--- src/rtl/ptac_pkg.sv ---
package ptac_pkg;

    localparam int ERROR_WIDTH    = 16;
    localparam int GAIN_FRAC_BITS = 8;

    localparam int ANGLE_W   = 8;
    localparam int GAIN_W    = 8;
    localparam int DUR_W     = 16;
    localparam int ELAPSED_W = 17;

    // err * gain, gain taken as a positive signed value
    localparam int PROD_W = ERROR_WIDTH + GAIN_W + 1;
    // pos scaled up by the gain fraction, as a signed value
    localparam int POS_W  = ANGLE_W + GAIN_FRAC_BITS + 1;
    localparam int CALC_W = ((POS_W > PROD_W) ? POS_W : PROD_W) + 1;

    localparam int ADDR_W = 5;
    localparam int DATA_W = 32;
    localparam int IDX_W  = 3;

    localparam logic [1:0] ACT_TICK   = 2'd0;
    localparam logic [1:0] ACT_FIRE   = 2'd1;
    localparam logic [1:0] ACT_MOVE   = 2'd2;
    localparam logic [1:0] ACT_TARGET = 2'd3;

    localparam logic [2:0] DIR_UP    = 3'd0;
    localparam logic [2:0] DIR_DOWN  = 3'd1;
    localparam logic [2:0] DIR_LEFT  = 3'd2;
    localparam logic [2:0] DIR_RIGHT = 3'd3;

    localparam logic [IDX_W-1:0] REG_PAN_GAIN      = 3'd0;
    localparam logic [IDX_W-1:0] REG_TILT_GAIN     = 3'd1;
    localparam logic [IDX_W-1:0] REG_MANUAL_STEP   = 3'd2;
    localparam logic [IDX_W-1:0] REG_FIRE_DURATION = 3'd3;
    localparam logic [IDX_W-1:0] REG_PAN_LOWER     = 3'd4;
    localparam logic [IDX_W-1:0] REG_PAN_UPPER     = 3'd5;
    localparam logic [IDX_W-1:0] REG_TILT_LOWER    = 3'd6;
    localparam logic [IDX_W-1:0] REG_TILT_UPPER    = 3'd7;

    localparam logic [GAIN_W-1:0]  RST_PAN_GAIN      = 8'd31;
    localparam logic [GAIN_W-1:0]  RST_TILT_GAIN     = 8'd31;
    localparam logic [ANGLE_W-1:0] RST_MANUAL_STEP   = 8'd5;
    localparam logic [DUR_W-1:0]   RST_FIRE_DURATION = 16'd500;
    localparam logic [ANGLE_W-1:0] RST_PAN_LOWER     = 8'd0;
    localparam logic [ANGLE_W-1:0] RST_PAN_UPPER     = 8'd180;
    localparam logic [ANGLE_W-1:0] RST_TILT_LOWER    = 8'd20;
    localparam logic [ANGLE_W-1:0] RST_TILT_UPPER    = 8'd160;
    localparam logic [ANGLE_W-1:0] RST_POSITION      = 8'd90;

    typedef logic signed [CALC_W-1:0] calc_t;

    // upper limit first, lower limit second
    function automatic logic [ANGLE_W-1:0] clamp_angle(calc_t p, logic [ANGLE_W-1:0] lo,
                                                       logic [ANGLE_W-1:0] hi);
        calc_t v;
        calc_t lo_s;
        calc_t hi_s;
        lo_s = signed'(CALC_W'(lo));
        hi_s = signed'(CALC_W'(hi));
        v = p;
        if (v > hi_s) v = hi_s;
        if (v < lo_s) v = lo_s;
        return v[ANGLE_W-1:0];
    endfunction

    // (pos * 2^frac - err * gain) / 2^frac, quotient truncated toward zero
    function automatic calc_t correct(logic [ANGLE_W-1:0] pos,
                                      logic signed [ERROR_WIDTH-1:0] err,
                                      logic [GAIN_W-1:0] gain);
        logic signed [PROD_W-1:0] prod;
        calc_t t;
        calc_t q;
        prod = err * signed'({1'b0, gain});
        t = signed'(CALC_W'({pos, {GAIN_FRAC_BITS{1'b0}}})) - CALC_W'(prod);
        q = t >>> GAIN_FRAC_BITS;
        if (t[CALC_W-1] && (t[GAIN_FRAC_BITS-1:0] != '0)) q = q + signed'(CALC_W'(1));
        return q;
    endfunction

endpackage

--- src/rtl/pan_tilt_aim_controller.sv ---
// channel   direction  ports                                          handshake
// config    in/out     psel penable pwrite paddr pwdata prdata pready  apb, pready tied high
// command   in         s_action s_direction s_error_x s_error_y        s_valid / s_ready
// result    out        m_pan_angle m_tilt_angle m_trigger
//                      m_fire_began m_fire_ended                      m_valid / m_ready
//
// path: a command is registered in the input register, then in the result register; a stall can hold it between
// throughput: one word per cycle while results are drained, set by the single update path between the two registers
// reset: synchronous, active low; angles go to 90, trigger idle, registers to defaults
// stalls: a held result parks in the result register while the next command waits in
//   the input register; the state only advances when a command moves into the result register
module pan_tilt_aim_controller import ptac_pkg::*; (
    input  logic                          aclk,
    input  logic                          aresetn,
    // config port
    input  logic                          psel,
    input  logic                          penable,
    input  logic                          pwrite,
    input  logic [ADDR_W-1:0]             paddr,
    input  logic [DATA_W-1:0]             pwdata,
    output logic [DATA_W-1:0]             prdata,
    output logic                          pready,
    // command channel
    input  logic                          s_valid,
    output logic                          s_ready,
    input  logic [1:0]                    s_action,
    input  logic [2:0]                    s_direction,
    input  logic signed [ERROR_WIDTH-1:0] s_error_x,
    input  logic signed [ERROR_WIDTH-1:0] s_error_y,
    // result channel
    output logic                          m_valid,
    input  logic                          m_ready,
    output logic [ANGLE_W-1:0]            m_pan_angle,
    output logic [ANGLE_W-1:0]            m_tilt_angle,
    output logic                          m_trigger,
    output logic                          m_fire_began,
    output logic                          m_fire_ended
);

    // configuration registers
    logic [GAIN_W-1:0]  pan_gain_reg;
    logic [GAIN_W-1:0]  tilt_gain_reg;
    logic [ANGLE_W-1:0] manual_step_reg;
    logic [DUR_W-1:0]   fire_duration_reg;
    logic [ANGLE_W-1:0] pan_lower_reg;
    logic [ANGLE_W-1:0] pan_upper_reg;
    logic [ANGLE_W-1:0] tilt_lower_reg;
    logic [ANGLE_W-1:0] tilt_upper_reg;

    // aim state
    logic [ANGLE_W-1:0]   pan_pos_reg;
    logic [ANGLE_W-1:0]   tilt_pos_reg;
    logic                 firing_reg;
    logic [ELAPSED_W-1:0] elapsed_reg;
    logic [ANGLE_W-1:0]   pan_pos_next;
    logic [ANGLE_W-1:0]   tilt_pos_next;
    logic                 firing_next;
    logic [ELAPSED_W-1:0] elapsed_next;

    // input register
    logic                          in_valid_reg;
    logic [1:0]                    in_action_reg;
    logic [2:0]                    in_dir_reg;
    logic signed [ERROR_WIDTH-1:0] in_ex_reg;
    logic signed [ERROR_WIDTH-1:0] in_ey_reg;

    // result register
    logic               out_valid_reg;
    logic [ANGLE_W-1:0] out_pan_reg;
    logic [ANGLE_W-1:0] out_tilt_reg;
    logic               out_trigger_reg;
    logic               out_began_reg;
    logic               out_ended_reg;

    logic                 cfg_wr;
    logic [IDX_W-1:0]     cfg_idx;
    logic                 out_free;
    logic                 commit;
    logic                 began;
    logic                 ended;
    logic                 aim_update;
    logic [ELAPSED_W-1:0] elapsed_inc;
    calc_t                pan_calc;
    calc_t                tilt_calc;
    calc_t                step_s;

    // ---------------- config port ----------------
    assign pready  = 1'b1;
    assign cfg_wr  = psel && penable && pwrite;
    assign cfg_idx = paddr[ADDR_W-1:2];

    always_ff @(posedge aclk) begin
        if (!aresetn) begin
            pan_gain_reg      <= RST_PAN_GAIN;
            tilt_gain_reg     <= RST_TILT_GAIN;
            manual_step_reg   <= RST_MANUAL_STEP;
            fire_duration_reg <= RST_FIRE_DURATION;
            pan_lower_reg     <= RST_PAN_LOWER;
            pan_upper_reg     <= RST_PAN_UPPER;
            tilt_lower_reg    <= RST_TILT_LOWER;
            tilt_upper_reg    <= RST_TILT_UPPER;
        end else if (cfg_wr) begin
            case (cfg_idx)
                REG_PAN_GAIN:      pan_gain_reg      <= pwdata[GAIN_W-1:0];
                REG_TILT_GAIN:     tilt_gain_reg     <= pwdata[GAIN_W-1:0];
                REG_MANUAL_STEP:   manual_step_reg   <= pwdata[ANGLE_W-1:0];
                REG_FIRE_DURATION: fire_duration_reg <= pwdata[DUR_W-1:0];
                REG_PAN_LOWER:     pan_lower_reg     <= pwdata[ANGLE_W-1:0];
                REG_PAN_UPPER:     pan_upper_reg     <= pwdata[ANGLE_W-1:0];
                REG_TILT_LOWER:    tilt_lower_reg    <= pwdata[ANGLE_W-1:0];
                REG_TILT_UPPER:    tilt_upper_reg    <= pwdata[ANGLE_W-1:0];
                default: begin
                end
            endcase
        end
    end

    // register readback, zero filled above each field
    always_comb begin
        case (cfg_idx)
            REG_PAN_GAIN:      prdata = DATA_W'(pan_gain_reg);
            REG_TILT_GAIN:     prdata = DATA_W'(tilt_gain_reg);
            REG_MANUAL_STEP:   prdata = DATA_W'(manual_step_reg);
            REG_FIRE_DURATION: prdata = DATA_W'(fire_duration_reg);
            REG_PAN_LOWER:     prdata = DATA_W'(pan_lower_reg);
            REG_PAN_UPPER:     prdata = DATA_W'(pan_upper_reg);
            REG_TILT_LOWER:    prdata = DATA_W'(tilt_lower_reg);
            REG_TILT_UPPER:    prdata = DATA_W'(tilt_upper_reg);
            default:           prdata = '0;
        endcase
    end

    // ---------------- pipeline control ----------------
    // the result register frees up when empty or being drained this cycle
    assign out_free = !out_valid_reg || m_ready;
    // a command leaves the input register, and its effect lands in the state
    assign commit   = in_valid_reg && out_free;
    // the input register takes a new word when empty or emptying
    assign s_ready  = !in_valid_reg || out_free;

    always_ff @(posedge aclk) begin
        if (!aresetn) begin
            in_valid_reg <= 1'b0;
        end else if (s_ready) begin
            in_valid_reg <= s_valid;
        end
    end

    always_ff @(posedge aclk) begin
        if (s_valid && s_ready) begin
            in_action_reg <= s_action;
            in_dir_reg    <= s_direction;
            in_ex_reg     <= s_error_x;
            in_ey_reg     <= s_error_y;
        end
    end

    // ---------------- command update ----------------
    assign elapsed_inc = elapsed_reg + ELAPSED_W'(1);
    assign step_s      = signed'(CALC_W'(manual_step_reg));

    always_comb begin
        firing_next  = firing_reg;
        elapsed_next = elapsed_reg;
        began        = 1'b0;
        ended        = 1'b0;
        aim_update   = 1'b0;
        pan_calc     = signed'(CALC_W'(pan_pos_reg));
        tilt_calc    = signed'(CALC_W'(tilt_pos_reg));
        case (in_action_reg)
            ACT_TICK: begin
                // pulse runs until the count passes the duration
                if (firing_reg) begin
                    elapsed_next = elapsed_inc;
                    if (elapsed_inc > ELAPSED_W'(fire_duration_reg)) begin
                        firing_next  = 1'b0;
                        elapsed_next = '0;
                        ended        = 1'b1;
                    end
                end
            end
            ACT_FIRE: begin
                // a fire during a running pulse is dropped
                if (!firing_reg) begin
                    firing_next  = 1'b1;
                    elapsed_next = '0;
                    began        = 1'b1;
                end
            end
            ACT_MOVE: begin
                aim_update = 1'b1;
                case (in_dir_reg)
                    DIR_UP:    tilt_calc = tilt_calc + step_s;
                    DIR_DOWN:  tilt_calc = tilt_calc - step_s;
                    DIR_LEFT:  pan_calc  = pan_calc + step_s;
                    DIR_RIGHT: pan_calc  = pan_calc - step_s;
                    default: begin
                        // unknown direction: clamp only
                    end
                endcase
            end
            ACT_TARGET: begin
                aim_update = 1'b1;
                pan_calc   = correct(pan_pos_reg, in_ex_reg, pan_gain_reg);
                tilt_calc  = correct(tilt_pos_reg, in_ey_reg, tilt_gain_reg);
            end
            default: begin
            end
        endcase
    end

    assign pan_pos_next  = aim_update ? clamp_angle(pan_calc, pan_lower_reg, pan_upper_reg)
                                      : pan_pos_reg;
    assign tilt_pos_next = aim_update ? clamp_angle(tilt_calc, tilt_lower_reg, tilt_upper_reg)
                                      : tilt_pos_reg;

    always_ff @(posedge aclk) begin
        if (!aresetn) begin
            pan_pos_reg  <= RST_POSITION;
            tilt_pos_reg <= RST_POSITION;
            firing_reg   <= 1'b0;
            elapsed_reg  <= '0;
        end else if (commit) begin
            pan_pos_reg  <= pan_pos_next;
            tilt_pos_reg <= tilt_pos_next;
            firing_reg   <= firing_next;
            elapsed_reg  <= elapsed_next;
        end
    end

    // ---------------- result register ----------------
    always_ff @(posedge aclk) begin
        if (!aresetn) begin
            out_valid_reg <= 1'b0;
        end else if (out_free) begin
            out_valid_reg <= in_valid_reg;
        end
    end

    always_ff @(posedge aclk) begin
        if (commit) begin
            out_pan_reg     <= pan_pos_next;
            out_tilt_reg    <= tilt_pos_next;
            out_trigger_reg <= firing_next;
            out_began_reg   <= began;
            out_ended_reg   <= ended;
        end
    end

    assign m_valid      = out_valid_reg;
    assign m_pan_angle  = out_pan_reg;
    assign m_tilt_angle = out_tilt_reg;
    assign m_trigger    = out_trigger_reg;
    assign m_fire_began = out_began_reg;
    assign m_fire_ended = out_ended_reg;

endmodule

--- config.mk ---
export PLATFORM = sky130hd
export DESIGN_NAME = pan_tilt_aim_controller
export DESIGN_NICKNAME = d
export VERILOG_FILES = /design/src/rtl/ptac_pkg.sv /design/src/rtl/pan_tilt_aim_controller.sv
export SDC_FILE = /design/constraint.sdc
export NUM_CORES = 1
export LEC_CHECK = 0
export ABC_AREA = 1
export CORE_ASPECT_RATIO = 0.75
export CORE_UTILIZATION = 30
export CTS_CLUSTER_DIAMETER = 200
export CTS_CLUSTER_SIZE = 14
export DETAILED_ROUTE_END_ITERATION = 12
export DONT_BUFFER_PORTS = 1
export HOLD_SLACK_MARGIN = 0.15
export PLACE_DENSITY = 0.46
export SLEW_MARGIN = 20
export SYNTH_ARGS = -nofsm -noshare
export SYNTH_HDL_FRONTEND = slang
export SYNTH_SLANG_ARGS = --single-unit
--- constraint.sdc ---
create_clock -name aclk -period 11.26 [get_ports aclk]
set_input_delay 0.563 -clock aclk [delete_from_list [all_inputs] [get_ports aclk]]
set_output_delay 0.563 -clock aclk [all_outputs]
set_load 0.02 [all_outputs]
==> metrics.md, run 1 <==
| Metric | Value |
|---|---|
| Worst hold endpoint | `in_dir_reg[0]` |
| DRT iter0 DRCs | `1,376` |
| Synth Area in Adders | `between 30% and 40%` |
| Slew margin rel. | `between 20 and 30%` |
| Main combinational cell family by area after synthesis | `adder cells` |
| HP Start | `s_direction[0]` |
| GRT overflow | `0` |
| Flops & latches, synth | `roughly 160` |
| Cell area after synthesis | `about 23,000 µm²` |
| Die H | `244 µm` |
| Endpoint class of the critical path | `flop` |
| FP Rows | `88` |
| Post-CTS setup buffers | `0` |
| # setup viols final | `0` |
| Max cap viols | `0` |
| Worst R2R Setup Slack | `around 1800 ps` |
| CTS root buf | `clkbuf_16` |
| Synth Area in Compound Gates | `a little under a tenth` |
| Reg2Reg Depth | `45` |
| Post-synth top cells | `inv_1, nand2_1, fa_1` |
| Floorplan core area | `between 70,000 and 80,000 µm²` |
| Pre-CTS WS | `about 1800 ps` |
| CTS Buffer Depth | `2` |
| Clock Skews | `15.2 ps` |
| N_diodes | `0` |
| Cell Area, Placed | `roughly 24,000 µm²` |
| Io pins | `about 140` |
| Critical setup path kind | `reg -> reg` |
| Top cell type's share of synthesized area | `20.1%` |
| Max FFs per register | `17` |
| Netlist cell types | `60` |
| CTS sink count | `approximately 160` |
| First-pass GRT wire length | `about 110,000 µm` |
| HPWL after DPL | `56,600 µm` |
| WP data required | `about 12,000 ps` |
| Die area | `78,900 µm²` |
| Critical-path top delay cell | `dfxtp_1` |
| EDFF count, synth | `56` |
| Syn Area/Cell | `~7.0 µm²` |
| Post-synth top area cell | `fa_1` |
| Worst setup SP type | `flop` |
| P&R area growth vs syn | `7.86%` |
| Mux share of post-synthesis cell area | `0%` |
| Layout Nets | `3,835` |
| CP Data Arrival Time | `9700 ps` |
| GP Congestion | `0.894` |
| DR WL/cell | `~16 µm` |
| Via density | `4.54` |
| Worst Max-Slew Pin Slew | `around 1100 ps` |
| Simple-Gate Fraction of Synth Area | `approximately a quarter` |
| Post-CTS sizing | `0` |
| Tcrit/Tclk final | `84.0%` |
| RSZ-0062 raised after global routing | `no` |
| Asr flop ratio synth | `0%` |
| CP peak stage delay | `900 ps` |
| Post-route ant nets | `0` |
| DIE WIDTH | `324 µm` |
| GRT Util Overall | `between 15 and 20%` |
| CP delay by family, top | `adder cells` |
| Synth Instances | `around 3,300` |
| Final instance area | `roughly 25,000 µm²` |
| Post-Synth XOR/XNOR Area | `1.46%` |
| Synth Warn # | `0` |
| Starting density of the core | `between 30 and 40%` |
| CTS H-tree lvls | `4` |
| Most common cell in the netlist | `inv_1` |
| Initial DRT Pass Iterations | `5` |
| Minimum clock period | `9460 ps` |
| Worst hold stages | `0` |
| Primary FF master, synth | `dfxtp_1` |
| Final hold vios | `0` |
| Number of global-route vias before repair | `around 20,000` |
| Setup TNS | `0 ps` |
| Register area share after synthesis | `16.5%` |
| Reg clk slew, reported paths | `around 80 ps` |
| Area of the multi-input gates | `approximately 16,000 µm²` |
| Slack of the critical path | `1800 ps` |
| FMAX | `106 MHz` |
| Pin count of the biggest net entering global routing | `73` |
| Share of cells above drive strength 1 | `~5.1%` |
| Synth top area cells | `fa_1, inv_1, nand2_1` |
| Vias | `19,733` |
| CTS Buf Count | `17` |
| Pins Over Slew Limit | `0` |
| Initial antenna violation count | `0` |
| Reg2reg start | `pan_gain_reg[3]` |
| CP Max Fanout | `18` |
| TritonCTS clock tree | `done` |
| R2r endpoint | `m_pan_angle[2]` |
| Worst Path Buf+Inv | `7` |
| IO buf count | `0` |
| Number of remaining DRC errors | `0` |
| Layout filler cell count | `8,466` |
| Worst min-delay path category | `in -> reg` |
| Worst-Skew Late Latency | `around 480 ps` |
| Routed Wire Length | `between 60,000 and 70,000 µm` |
| Number of cells on the critical path | `45` |
| Seq. cell area | `slightly below 4000 µm²` |
| Status | `finished clean` |
metal layers:
| metal | vias to the layer above | wire length, µm | GRT usage, % |
|---|---|---|---|
| li1 | 10065 | - | - |
| met1 | 9245 | 34400 | 26.3 |
| met2 | 377 | 31100 | 29.3 |
| met3 | 46 | 3210 | 2.37 |
| met4 | 0 | 941 | 3.27 |
| met5 | - | 0 | 0 |
worst max path at each step:
stage | from | end
global route | pan_gain_reg[3] | m_pan_angle[2]
finish | pan_gain_reg[3] | m_pan_angle[2]
floorplan | pan_gain_reg[3] | m_pan_angle[1]
CTS | pan_gain_reg[3] | m_pan_angle[2]
global placement | pan_gain_reg[3] | m_pan_angle[2]
detailed placement | pan_gain_reg[3] | m_pan_angle[2]
through the flow:
step	util (%)	std cells	hold WS, ps
after floorplan	-	3355	427
after global placement	31.6	4292	438
after detailed placement	31.6	4292	442
after CTS	32.7	4351	150
after global routing	32.7	4351	157
final	32.7	4351	181
final cells by class:
| class | instances | share of cell area [%] |
|---|---|---|
| clock inverters | 12 | 0.517 |
| repair buffers | 44 | 1.58 |
| inverters | 870 | 13.0 |
| well taps | 1035 | 5.14 |
| multi-input cells | 2206 | 62.6 |
| flip-flops and latches | 164 | 15.3 |
| clock buffers | 20 | 1.90 |
logic make-up (layout without fill, tap and decap cells):
family                   after synthesis  after routing
other                                  2             17
AO/OA/AOI/OAI                        382            382
buffers and inverters                985            946
flip-flops                           164            164
adder cells (fa/ha/maj)              451            451
AND/OR/NAND/NOR                     1318           1318
XOR/XNOR                              38             38
repair_timing:
item                       CTS  global route
hold endpoints to repair    27             0
setup endpoints to repair    0             0
hold buffers                27             0
cells in the final DEF (no fill, tap or decap), types with 18 or more instances in the layout:
| cell type | count |
|---|---|
| inv_1 | 857 |
| nand2_1 | 801 |
| fa_1 | 234 |
| ha_1 | 217 |
| nor2_1 | 174 |
| nand3_1 | 163 |
| a21oi_1 | 156 |
| o21ai_0 | 124 |
| dfxtp_1 | 108 |
| edfxtp_1 | 56 |
| nand4_1 | 33 |
| nand2_2 | 33 |
| dlygate4sd3_1 | 27 |
| xor2_1 | 21 |
| nor2_2 | 20 |
| nor3_1 | 19 |
| o22ai_1 | 19 |
| clkbuf_16 | 18 |
Power of run 1 is left out: the tool's default activity adds up to more than one toggle a clock period on the data nets, which glitch-free logic cannot reach.
==> run 2: changes to the inputs <==
ABC_AREA = 0   (was 1)
clock period = 8.9 ns   (was 11.26 ns; I/O delays follow)
==> run 2 against run 1 <==
The run now ends with setup timing left. Core utilization is 6.3 points higher. Wire length up 5.8%. Synthesized cell count down 23%. Global-route usage is 1.8 points higher. Worst setup slack lost 2800 ps. Maximum frequency decreased by 4.5%. First-iteration DRC count down 21%. Area after synthesis is 4.3% lower. Final cell count fell by 8.3%. Hold slack better by 35 ps. Sequential share of layout area is 1.8 points lower. Highest routed layer is now met5.
==> metrics.md, run 2 <==
| Metric | Value |
|---|---|
| CTS H-tree lvls | `4 (unchanged)` |
| Slew margin rel. | `24.2% (was 25.1%)` |
| Flops & latches, synth | `164 (unchanged)` |
| Routed Wire Length | `73,800 µm (was 69,700 µm)` |
| HP Start | `aresetn (was s_direction[0])` |
| DR WL/cell | `18.5 µm (was 16.0 µm)` |
| Final hold vios | `0 (unchanged)` |
| Starting density of the core | `30.4% (was 30.3%)` |
| CP peak stage delay | `600 ps (was 900 ps)` |
| GRT Util Overall | `20.0% (was 18.3%)` |
| Failing checks | `setup timing` |
| R2r endpoint | `m_tilt_angle[3] (was m_pan_angle[2])` |
| Top cell type's share of synthesized area | `21.0% (was 20.1%)` |
| Max FFs per register | `17 (unchanged)` |
| Synth top area cells | `fa_1, ha_1, dfxtp_1 (was fa_1, inv_1, nand2_1)` |
| Clock Skews | `18.9 ps (was 15.2 ps)` |
| Via density | `4.90 (was 4.54)` |
| Max cap viols | `0 (unchanged)` |
| Cell Area, Placed | `26,500 µm² (was 24,300 µm²)` |
| Post-synth top area cell | `fa_1 (unchanged)` |
| Post-route ant nets | `0 (unchanged)` |
| Critical setup path kind | `reg -> reg (unchanged)` |
| Share of cells above drive strength 1 | `23.3% (was 5.13%)` |
| CP Data Arrival Time | `10,160 ps (was 9700 ps)` |
| Endpoint class of the critical path | `flop (unchanged)` |
| Die H | `238 µm (was 244 µm)` |
| Final instance area | `28,700 µm² (was 25,200 µm²)` |
| EDFF count, synth | `56 (unchanged)` |
| CP Max Fanout | `7 (was 18)` |
| Reg clk slew, reported paths | `90 ps (was 80 ps)` |
| Initial antenna violation count | `2 (was 0)` |
| Number of remaining DRC errors | `0 (unchanged)` |
| RSZ-0062 raised after global routing | `yes (was no)` |
| Most common cell in the netlist | `inv_1 (unchanged)` |
| WP data required | `9150 ps (was 11,500 ps)` |
| CTS sink count | `164 (unchanged)` |
| CTS Buf Count | `17 (unchanged)` |
| First-pass GRT wire length | `117,000 µm (was 111,000 µm)` |
| DRT iter0 DRCs | `1,090 (was 1,376)` |
| Syn Area/Cell | `8.69 µm² (was 6.99 µm²)` |
| Initial DRT Pass Iterations | `5 (unchanged)` |
| Most frequent cells in the layout | `inv_1, buf_4, fa_1, nand2_1, ha_1 (was inv_1, nand2_1, fa_1, ha_1, nor2_1)` |
| Worst hold endpoint | `in_valid_reg (was in_dir_reg[0])` |
| Number of global-route vias before repair | `20,247 (was 19,438)` |
| DIE WIDTH | `317 µm (was 324 µm)` |
| Non-Filler Instances | `3,991 (was 4,351)` |
| Slack of the critical path | `-1010 ps (was 1800 ps)` |
| Worst Max-Slew Pin Slew | `1130 ps (was 1120 ps)` |
| FP Rows | `86 (was 88)` |
| Commonest non-fill, non-tap cell in the layout | `inv_1 (unchanged)` |
| Die area | `75,600 µm² (was 78,900 µm²)` |
| Vias | `19,554 (was 19,733)` |
| Grt peak-use layer | `met2 (unchanged)` |
| Floorplan core area | `73,600 µm² (was 77,000 µm²)` |
| Cell area after synthesis | `22,300 µm² (was 23,300 µm²)` |
| Critical-path top delay cell | `fa_2 (was dfxtp_1)` |
| Reg2Reg Depth | `44 (was 45)` |
| Met1 Track Usage GR | `29.5% (was 26.3%)` |
| P&R area growth vs syn | `28.4% (was 7.86%)` |
| CTS root buf | `clkbuf_16 (unchanged)` |
| Pre-CTS WS | `-1320 ps (was 1780 ps)` |
| Register area share after synthesis | `17.2% (was 16.5%)` |
| Worst-Skew Late Latency | `510 ps (was 480 ps)` |
| CTS Buffer Depth | `2 (unchanged)` |
| Worst setup SP type | `flop (unchanged)` |
| Pins Over Slew Limit | `0 (unchanged)` |
| Worst hold stages | `2 (was 0)` |
| Reg2reg start | `in_ey_reg[15] (was pan_gain_reg[3])` |
| Io pins | `135 (unchanged)` |
| Hold slack | `216 ps (was 181 ps)` |
| Tcrit/Tclk final | `111% (was 84.0%)` |
| GRT overflow | `0 (unchanged)` |
| Synth Warn # | `0 (unchanged)` |
| IO buf count | `0 (unchanged)` |
| # setup viols final | `32 (was 0)` |
| Minimum clock period | `9910 ps (was 9460 ps)` |
| Asr flop ratio synth | `0% (unchanged)` |
| TritonCTS clock tree | `done (unchanged)` |
| Met3 usage | `2.37% (about the same)` |
| Worst min-delay path category | `in -> reg (unchanged)` |
| Primary FF master, synth | `dfxtp_1 (unchanged)` |
| FMAX | `101 MHz (was 106 MHz)` |
| Status | `finished, violations left (was finished clean)` |
| Routing usage on met2 | `31.5% (was 29.3%)` |
| Placed cells | `3,845 (was 4,292)` |
| HPWL after DPL | `59,600 µm (was 56,600 µm)` |
| GP Congestion | `0.907 (was 0.894)` |
| Layout Nets | `3,541 (was 3,835)` |
| Netlist cell types | `95 (was 60)` |
| Pin count of the biggest net entering global routing | `50 (was 73)` |
| Synth Instances | `2,571 (was 3,340)` |
| Post-synth top cells | `inv_1, fa_1, ha_1 (was inv_1, nand2_1, fa_1)` |
| Worst R2R Setup Slack | `-1010 ps (was 1800 ps)` |
[run 2: worst max-delay path by stage]
stage                startpoint         endpoint
2_1_floorplan     in_ey_reg[15]  m_tilt_angle[1]
3_3_place_gp      in_ey_reg[15]  m_tilt_angle[3]
3_5_place_dp   tilt_gain_reg[1]  m_tilt_angle[3]
4_1_cts           in_ex_reg[15]   m_pan_angle[6]
5_1_grt           in_ey_reg[15]  m_tilt_angle[3]
6_report          in_ey_reg[15]  m_tilt_angle[3]
[run 2: final cells by class]
cell class / instances / area (µm²)
diodes: 1 / 2.50
clock buffers: 18 / 429
clock inverters: 14 / 189
fillers: 7546 / 44900
inverters: 443 / 1670
multi-input cells: 1868 / 17100
flip-flops and latches: 164 / 3860
well taps: 968 / 1210
repair buffers: 515 / 4230
[run 2: what timing repair did]
action,CTS,global route
endpoints found under the setup margin,32,32
gates cloned,0,0
hold buffers,58,0
setup buffers,45,16
hold endpoints to repair,126,0
resized for setup,80,53
pin swaps,58,42
[run 2: metal layers]
metal | up-vias | wire length [µm]
met5 | - | 12
met4 | 2 | 869
met3 | 43 | 3020
met2 | 359 | 33200
met1 | 9767 | 36700
li1 | 9383 | -
[run 2: per-stage QoR]
stage / util [%] / setup TNS (ps)
final: 39.0 / -23570
after global placement: 35.9 / -29360
after global routing: 39.0 / -37400
after CTS: 38.6 / -22360
after floorplan: - / -6790
after detailed placement: 35.9 / -32920
[run 2: critical path: cells and delay by family (launching register included)]
family	cells	cell delay [ps]
AOI/OAI and AO/OA	16	2310
adders and majority gates	8	3280
buffers and inverters	5	430
DFF	1	480
muxes	5	1290
and+or+nand+nor	10	1870
[run 2: kinds of logic (layout without fill, tap and decap cells)]
| kind of cell | after synthesis | count (layout) | share of synthesized area, % |
|---|---|---|---|
| simple gates | 780 | 780 | 18.0 |
| other cells | 2 | 18 | 0.0336 |
| xor+xnor | 77 | 77 | 3.02 |
| flops | 164 | 164 | 17.2 |
| mux | 93 | 93 | 5.21 |
| fa+ha+maj | 451 | 451 | 33.1 |
| compound gates | 450 | 450 | 13.7 |
| buf+inv | 554 | 990 | 9.75 |
Power of run 2 is left out for the same reason.
==> run 3: changes to the inputs <==
CELL_PAD_IN_SITES_DETAIL_PLACEMENT = 1   (was default)
CELL_PAD_IN_SITES_GLOBAL_PLACEMENT = 1   (was default)
PLACE_DENSITY = default   (was 0.46)
PLACE_DENSITY_LB_ADDON = 0.1   (was default)
==> run 3 against run 2 <==
The run still ends with setup timing left. Register-to-register slack worse by 50 ps. Cell area up 0.36%. Die area unchanged. Final cell count up 0.30%. Clock-buffer cell count down 1. Critical path depth up 1. Highest routed layer is now met4.
==> metrics.md, run 3 (synthesis results as in run 2) <==
| Metric | Value |
|---|---|
| Status | `finished, violations left (unchanged)` |
| Failing checks | `setup timing (unchanged)` |
| FMAX | `100 MHz (was 101 MHz)` |
| FP Rows | `86 (unchanged)` |
| GRT Util Overall | `22.4% (was 20.0%)` |
| Number of global-route vias before repair | `21,712 (was 20,247)` |
| Final hold vios | `0 (unchanged)` |
| Reg clk slew, reported paths | `90 ps (about the same)` |
| Tcrit/Tclk final | `112% (was 111%)` |
| Slew margin rel. | `28.2% (was 24.2%)` |
| Post-route ant nets | `0 (unchanged)` |
| IO buf count | `0 (unchanged)` |
| CP Data Arrival Time | `10,210 ps (was 10,160 ps)` |
| CTS Buf Count | `17 (unchanged)` |
| CTS Buffer Depth | `2 (unchanged)` |
| CTS H-tree lvls | `4 (unchanged)` |
| Non-Filler Instances | `4,003 (was 3,991)` |
| Met3 usage | `2.34% (was 2.37%)` |
| Placed cells | `3,854 (was 3,845)` |
| Post-layout util | `39.1% (was 39.0%)` |
| Layout Nets | `3,554 (was 3,541)` |
| Worst-Skew Late Latency | `510 ps (about the same)` |
| Max FFs per register | `17 (unchanged)` |
| Slack of the critical path | `-1060 ps (was -1010 ps)` |
| Critical-path top delay cell | `fa_1 (was fa_2)` |
| CTS root buf | `clkbuf_16 (unchanged)` |
| Worst Max-Slew Pin Slew | `1070 ps (was 1130 ps)` |
| Die H | `238 µm (unchanged)` |
| Worst min-delay path category | `in -> reg (unchanged)` |
| Commonest non-fill, non-tap cell in the layout | `buf_4 (was inv_1)` |
| Routing usage on met2 | `35.9% (was 31.5%)` |
| Via density | `4.91 (was 4.90)` |
| Initial DRT Pass Iterations | `7 (was 5)` |
| HPWL after DPL | `66,500 µm (was 59,600 µm)` |
| Setup TNS | `-26,550 ps (was -23,570 ps)` |
| Clock Skews | `20.6 ps (was 18.9 ps)` |
| Critical setup path kind | `reg -> reg (unchanged)` |
| RSZ-0062 raised after global routing | `yes (unchanged)` |
| Vias | `19,639 (was 19,554)` |
| Number of remaining DRC errors | `0 (unchanged)` |
| Die area | `75,600 µm² (unchanged)` |
| Starting density of the core | `30.4% (unchanged)` |
| WP data required | `9150 ps (about the same)` |
| # setup viols final | `32 (unchanged)` |
| Met1 Track Usage GR | `32.4% (was 29.5%)` |
| Io pins | `135 (unchanged)` |
| Worst setup SP type | `flop (unchanged)` |
| Most numerous cell on the critical path | `fa_1` |
| N_diodes | `0 (was 1)` |
| Floorplan core area | `73,600 µm² (unchanged)` |
| Reg2reg start | `in_ex_reg[14] (was in_ey_reg[15])` |
| Routed Wire Length | `81,400 µm (was 73,800 µm)` |
| Share of cells above drive strength 1 | `23.7% (was 23.3%)` |
| Layout filler cell count | `8,569 (was 7,546)` |
| DRT iter0 DRCs | `840 (was 1,090)` |
| P&R area growth vs syn | `28.9% (was 28.4%)` |
| GP Congestion | `0.835 (was 0.907)` |
| Grt peak-use layer | `met2 (unchanged)` |
| Pin count of the biggest net entering global routing | `47 (was 50)` |
| DR WL/cell | `20.3 µm (was 18.5 µm)` |
| Endpoint class of the critical path | `flop (unchanged)` |
| TritonCTS clock tree | `done (unchanged)` |
| Initial antenna violation count | `3 (was 2)` |
| Most frequent cells in the layout | `buf_4, inv_1, fa_1, nand2_1, ha_1 (was inv_1, buf_4, fa_1, nand2_1, ha_1)` |
| Max cap viols | `0 (unchanged)` |
| First-pass GRT wire length | `129,000 µm (was 117,000 µm)` |
| Crit. Startpoint | `in_ex_reg[14] (was in_ey_reg[15])` |
| CTS sink count | `164 (unchanged)` |
| DIE WIDTH | `317 µm (unchanged)` |
| CP peak stage delay | `530 ps (was 600 ps)` |
| Minimum clock period | `9960 ps (was 9910 ps)` |
| Pins Over Slew Limit | `0 (unchanged)` |
| GRT overflow | `0 (unchanged)` |
| HP Start | `pwdata[5] (was aresetn)` |
| CP Max Fanout | `5 (was 7)` |
[run 3: cell count changes in the layout (fill, tap and decap cells not counted), sizes merged]
cell / change
buf: +15
clkinv: +4
bufinv: -2
dlygate4sd3: -2
clkbuf: -1
diode: -1
inv: -1
[run 3: repair_timing]
| item | CTS | global route |
|---|---|---|
| setup endpoints to repair | 32 | 32 |
| pin swaps | 70 | 38 |
| setup buffers | 54 | 8 |
| endpoints found under the hold margin | 125 | 0 |
| cloned | 0 | 0 |
| hold buffers | 56 | 0 |
| gates resized for setup | 101 | 22 |
[run 3: worst max-delay path, delay by kind of cell, from the launching register on]
family                   cells  cell delay (ps)
multiplexers                 3              840
AO/OA/AOI/OAI               22             3350
AND/OR/NAND/NOR              6             1050
flip-flops                   1              500
adder cells (fa/ha/maj)      8             3310
buffers and inverters        6              650
[run 3: final timing paths]
path	cells after the start	slack (ps)	to
min reg2reg	2	490	fire_duration_reg[9]
max reg2reg	45	-1060	m_pan_angle[6]
min	2	180	tilt_gain_reg[5]
max	45	-1060	m_pan_angle[6]
[run 3: through the flow]
step | setup slack [ps] | hold WS [ps] | area, µm²
2_1_floorplan | -460 | 444 | 22700
3_3_place_gp | -1660 | 458 | 26500
3_5_place_dp | -1720 | 475 | 26500
4_1_cts | -1110 | 153 | 28700
5_1_grt | -1500 | 151 | 28800
6_report | -1060 | 178 | 28800
[run 3: per-layer routing]
metal | part of all wire (%) | wire (µm)
met4 | 1.4 | 1100
met5 | 0 | 0
met3 | 2.4 | 1990
met1 | 51 | 41100
met2 | 46 | 37200
[run 3: cell type report]
cell class	instances	area, µm²	share of cell area (%)
clock buffer	17	425	1.48
clock inverter	15	199	0.691
sequential	164	3860	13.4
multi-input combinational	1868	17100	59.5
tap	968	1210	4.20
timing repair buffer	528	4310	15.0
inverter	443	1670	5.78
Power of run 3 is left out for the same reason.
